File: config.mk
export PLATFORM = sky130hd
export DESIGN_NAME = iirlp_head
export DESIGN_NICKNAME = d
export VERILOG_FILES = /design/src/rtl/assert_macros.svh /design/src/rtl/iirlp_pkg.sv /design/src/rtl/iirlp_head.sv
export SDC_FILE = /design/constraint.sdc
export NUM_CORES = 2
export LEC_CHECK = 0
export BUFFER_PORTS_ARGS = -buffer_cell sky130_fd_sc_hd__buf_2
export CAP_MARGIN = 20
export CORE_ASPECT_RATIO = 0.7
export CORE_MARGIN = 4
export CORE_UTILIZATION = 55
export CTS_BUF_LIST = sky130_fd_sc_hd__clkbuf_4
export DETAILED_ROUTE_END_ITERATION = 16
export GPL_ROUTABILITY_DRIVEN = 0
export PLACE_DENSITY = 0.76
export SYNTH_ARGS = -nofsm -noshare
export SYNTH_HDL_FRONTEND = slang
export SYNTH_SLANG_ARGS = --single-unit
File: constraint.sdc
create_clock -name clk -period 11.7 [get_ports clk]
set_clock_uncertainty 0.1 [all_clocks]
set_input_delay 2.925 -clock clk [delete_from_list [all_inputs] [get_ports clk]]
set_output_delay 2.925 -clock clk [all_outputs]
set_load 0.01 [all_outputs]
File: src/rtl/assert_macros.svh
// Assertion macros shared by the RTL of the low-pass filter.
`ifndef ASSERT_MACROS_SVH
`define ASSERT_MACROS_SVH

// Property that must hold at every rising clock edge outside reset.
`define ASSERT_AT(lbl, clk, rstn, prop, msg) \
	lbl: assert property (@(posedge clk) disable iff (!rstn) (prop)) else $error(msg);

// Condition that must never be seen at a rising clock edge outside reset.
`define ASSERT_NEVER(lbl, clk, rstn, cond, msg) \
	lbl: assert property (@(posedge clk) disable iff (!rstn) !(cond)) else $error(msg);

`endif

File: src/rtl/iirlp_pkg.sv
// Package with the constants, types and helpers of the fourth-order low-pass filter.
package iirlp_pkg;

	localparam int COEF_W = 40;
	localparam int OUT_W = 32;
	localparam int OUT_FRAC = 16;
	localparam int SAMPLE_WIDTH_DEF = 16;
	localparam int COEF_FRAC_DEF = 36;
	localparam int REG_IDX_W = 3;
	localparam int FB_PROD_W = COEF_W + OUT_W;

	typedef enum logic [REG_IDX_W-1:0] {
		REG_NUM_OUTER  = 3'd0,
		REG_NUM_SECOND = 3'd1,
		REG_NUM_MIDDLE = 3'd2,
		REG_DEN_FIRST  = 3'd3,
		REG_DEN_SECOND = 3'd4,
		REG_DEN_THIRD  = 3'd5,
		REG_DEN_FOURTH = 3'd6
	} reg_idx_t;

	localparam logic signed [COEF_W-1:0] NUM_OUTER_RST  = 40'sd12740086;
	localparam logic signed [COEF_W-1:0] NUM_SECOND_RST = 40'sd50960346;
	localparam logic signed [COEF_W-1:0] NUM_MIDDLE_RST = 40'sd76440512;
	localparam logic signed [COEF_W-1:0] DEN_FIRST_RST  = -40'sd229802591974;
	localparam logic signed [COEF_W-1:0] DEN_SECOND_RST = 40'sd291292512653;
	localparam logic signed [COEF_W-1:0] DEN_THIRD_RST  = -40'sd165568780417;
	localparam logic signed [COEF_W-1:0] DEN_FOURTH_RST = 40'sd35560831093;

	typedef struct packed {
		logic load;
		logic adv;
	} pipe_ctl_t;

	// Accumulator width that holds nine exact products without overflow.
	function automatic int acc_width(input int sw);
		int prod_w;
		prod_w = (sw + OUT_FRAC > OUT_W) ? sw + OUT_FRAC : OUT_W;
		return COEF_W + prod_w + 4;
	endfunction

endpackage

File: src/rtl/iirlp_head.sv
// Output stage: newest-sample term plus the cell terms, scaling, saturation and result register.
module iirlp_head #(
	parameter int SAMPLE_WIDTH = iirlp_pkg::SAMPLE_WIDTH_DEF,
	parameter int COEF_FRAC_BITS = iirlp_pkg::COEF_FRAC_DEF
) (
	input  logic clk,
	input  iirlp_pkg::pipe_ctl_t ctl,
	input  logic signed [SAMPLE_WIDTH-1:0] sample,
	input  logic signed [iirlp_pkg::COEF_W-1:0] num_coef,
	input  logic signed [iirlp_pkg::acc_width(SAMPLE_WIDTH)-1:0] term1,
	input  logic signed [iirlp_pkg::acc_width(SAMPLE_WIDTH)-1:0] term2,
	input  logic signed [iirlp_pkg::acc_width(SAMPLE_WIDTH)-1:0] term3,
	input  logic signed [iirlp_pkg::acc_width(SAMPLE_WIDTH)-1:0] term4,
	output logic signed [iirlp_pkg::OUT_W-1:0] y,
	output logic signed [iirlp_pkg::OUT_W-1:0] filtered_q,
	output logic clipped_q
);
	localparam int ACC_W = iirlp_pkg::acc_width(SAMPLE_WIDTH);
	localparam int NUM_W = iirlp_pkg::COEF_W + SAMPLE_WIDTH;
	localparam int OUT_W = iirlp_pkg::OUT_W;
	localparam int NUM_EXT = ACC_W - NUM_W - iirlp_pkg::OUT_FRAC;
	localparam int TOP_LO = COEF_FRAC_BITS + OUT_W - 1;

	logic signed [NUM_W-1:0] num_prod;
	logic signed [NUM_W-1:0] num_s1;
	logic signed [ACC_W-1:0] sum;
	logic [ACC_W-1-TOP_LO:0] top_bits;
	logic in_range;
	logic clip;

	assign num_prod = num_coef * sample;
	assign sum = ({{NUM_EXT{num_s1[NUM_W-1]}}, num_s1, {iirlp_pkg::OUT_FRAC{1'b0}}}
		+ (term1 + term2)) + (term3 + term4);
	assign top_bits = sum[ACC_W-1:TOP_LO];
	assign in_range = (&top_bits) || !(|top_bits);
	assign clip = !in_range;

	always_comb begin
		if (in_range) begin
			y = sum[TOP_LO:COEF_FRAC_BITS];
		end else if (sum[ACC_W-1]) begin
			y = {1'b1, {(OUT_W-1){1'b0}}};
		end else begin
			y = {1'b0, {(OUT_W-1){1'b1}}};
		end
	end

	always_ff @(posedge clk) begin
		if (ctl.load) begin
			num_s1 <= num_prod;
		end
	end

	always_ff @(posedge clk) begin
		if (ctl.adv) begin
			filtered_q <= y;
			clipped_q <= clip;
		end
	end
endmodule

==> out/qor.txt <==
Fin area -> 36500 um^2
Register bit total from synthesis -> 89
Period utilization -> 98.9%
Worst reg2reg endpoint -> filtered_q[25]
Delay-heaviest family, CP -> compound AO/OA/AOI/OAI gates
Number of I/O pins -> 428
# clock sinks -> 89
GRT Total Usage -> 29.4%
Worst Path Required -> 8.68 ns
Wire per inst -> 19.6 um
Crit Path Class -> input port to primary output
Slew HR -> 25.9%
CTS tree -> done
CTS root buf -> clkbuf_4
RSZ-0062 raised after global routing -> true
Die W -> 303 um
Synth Cell Area -> 33400 um^2
Slowest-stage cell, CP -> o31ai_2
Max-cap violation count -> 0
WP depth -> 17
DR vias/cell -> 5.60
CTS Hold Bufs -> 0
Average footprint of a synthesized cell -> 9.43 um^2
Nets -> 5267
Least-Margin Pin Slew -> 1.11 ns
Residual DRC -> 0
CTS Buffer Depth -> 2
IO Port Bufs -> 427
CP peak stage delay -> 0.60 ns
Pre-antenna DRT Iters -> 6
WL final -> 92300 um
Seq/Total Area, Yosys -> 8.00%
Die Span Y -> 214 um
Post-DP Area -> 36300 um^2
Num CTS Buffers -> 9
Syn nets -> 4926
Number of global-route vias before repair -> 28.0k
CP endpoint -> y[30]
Post-synth cell types -> 81
Critical Path Start Type -> input port
Final hold vios -> 0
Crit path DAT -> 8.55 ns
DPL Wire Length -> 76800 um
Clk slew on worst S/H paths -> 0.14 ns
Worst Path Buf+Inv -> 3
Critical path endpoint category -> primary output
Routed via count -> 26.3k
Core area -> 60100 um^2
Max-slew violation count -> 0
Shortest period the worst path allows -> 11.57 ns
Warning count from the yosys run -> 0
Number of antenna violations at the first check in global routing -> 3
Largest net degree at the start of global routing -> 57
First-pass GRT wire length -> 149000 um
Gr ovfl total -> 0
Setup TNS -> 0 ns
Reg2Reg Setup Slack -> 6.56 ns
Fmax -> 0.0864 GHz
Setup crit start -> term1[34]
RR Startpoint -> num_s1[18]
Post-route antenna net violation count -> 0
Worst-skew pair later-pin latency -> 0.51 ns
Synth Flop Type -> edfxtp_1
Synthesized netlist cell count -> 3541
Async SR Flop Fraction -> 0%
H-tree level count -> 3
CP Cell Sequence -> buf_2 -> fa_1 -> fa_1 -> fa_1 -> ha_1 -> nand3_2 -> or4_4 -> nor4_2 -> a221o_1 -> nor2_1 -> o31ai_2 -> a311o_1 -> nor4_4 -> a21oi_2 -> buf_4 -> o21ai_1 -> buf_2
Post-synth EDFFs -> 89
Final setup viols -> 0
Share of layout cells above drive strength 1 -> 13.2%
Final Util -> 60.8%
Most used cell, CP -> fa_1
Reg2Reg Depth -> 13
Setup Buffers After CTS -> 0
Area grow syn2layout -> 9.36%
Initial DRC Count -> 2311
Status -> finished, final reports clean
Hold Crit Class -> flip-flop to flip-flop
CP max FO -> 14
Row count -> 75
Die area -> 64800 um^2
Initial Util -> 55.6%
worst min path at each step:
stage / endpoint / slack [ns] / cells after the start / startpoint
floorplan: filtered_q[15] / 1.01 / 4 / num_s1[35]
global route: filtered_q[21] / 1.22 / 4 / num_s1[41]
detailed placement: filtered_q[21] / 1.07 / 4 / num_s1[41]
CTS: filtered_q[21] / 1.12 / 4 / num_s1[41]
finish: filtered_q[21] / 1.12 / 4 / num_s1[41]
global placement: filtered_q[21] / 1.10 / 4 / num_s1[41]
synthesized netlist by cell type (all sizes together) (43+ instances only):
| library cell | n | area (um^2) |
|---|---|---|
| fa | 806 | 16100 |
| edfxtp | 89 | 2670 |
| nand3 | 43 | 220 |
| xnor2 | 65 | 569 |
| ha | 216 | 2700 |
| clkbuf | 135 | 508 |
| o21ai | 73 | 369 |
| a21o | 60 | 450 |
| nor2 | 101 | 379 |
| a21oi | 136 | 684 |
| and2 | 212 | 1330 |
| nand2 | 491 | 1840 |
| inv | 751 | 2820 |
worst reg2reg max path: cells and delay by family, from the launching register on:
family          cells  cell delay (ns)
compound gates      5             1.93
simple gates        5             1.19
fa+ha+maj           2             0.91
flops               1             0.43
buf+inv             1             0.32
through the flow:
stage | hold WS (ns) | worst slack (ns) | instances
2_1_floorplan | 1.01 | 1.20 | 3541
3_3_place_gp | 1.10 | -0.0724 | 4679
6_report | 1.12 | 0.126 | 4698
4_1_cts | 1.12 | 0.0597 | 4695
5_1_grt | 1.22 | -0.0526 | 4697
3_5_place_dp | 1.07 | -0.0150 | 4679
state kept, by name, indices dropped and copies added (netlist names):
name / flops
num_s1: 56
filtered_q: 32
clipped_q: 1
cells in the final DEF (no fill, tap or decap), drive strengths merged, types with 73 or more instances in the layout:
cell type  instances
nand2            491
fa               806
inv              752
o21ai             73
nor2             101
and2             212
ha               216
buf              470
a21oi            136
edfxtp            89
routing by layer:
layer / part of all wire [%] / up-vias / track usage [%] / wire [um]
li1: - / 11619 / - / -
met4: 3.3 / 0 / 7.88 / 3020
met2: 46 / 1261 / 46.4 / 42400
met5: 0 / - / 0.372 / 0
met1: 41 / 13244 / 41.2 / 37400
met3: 10 / 191 / 6.79 / 9430
cells by family (layout without fill, tap and decap cells):
group,Yosys count,count (layout),synth area share (%)
buffers and inverters,892,1238,10.1
flip-flops,89,89,8.00
XOR/XNOR,97,97,2.54
other,0,3,0
AND/OR/NAND/NOR,992,992,14.2
multiplexers,4,4,0.124
adder cells (fa/ha/maj),1022,1022,56.4
AO/OA/AOI/OAI,445,445,8.69
area by class of cell:
class                           count  area, um^2
Tap cell                          808        1010
Fill cell                        5120       23500
Timing Repair Buffer              470        2460
Multi-Input combinational cell   2560       27400
Inverter                          752        2820
Clock inverter                      6        66.3
Antenna cell                        3        7.51
Clock buffer                       10        75.1
Sequential cell                    89        2670
timing repair:
action / in CTS / in global routing
hold endpoints to repair: 0 / 0
resized for setup: 1 / 8
cloned: 0 / 0
pin swaps: 0 / 1
setup endpoints to repair: 1 / 28
Power is not shown: default switching activity piles up to over one toggle a cycle in this logic, so the estimate is an artifact.
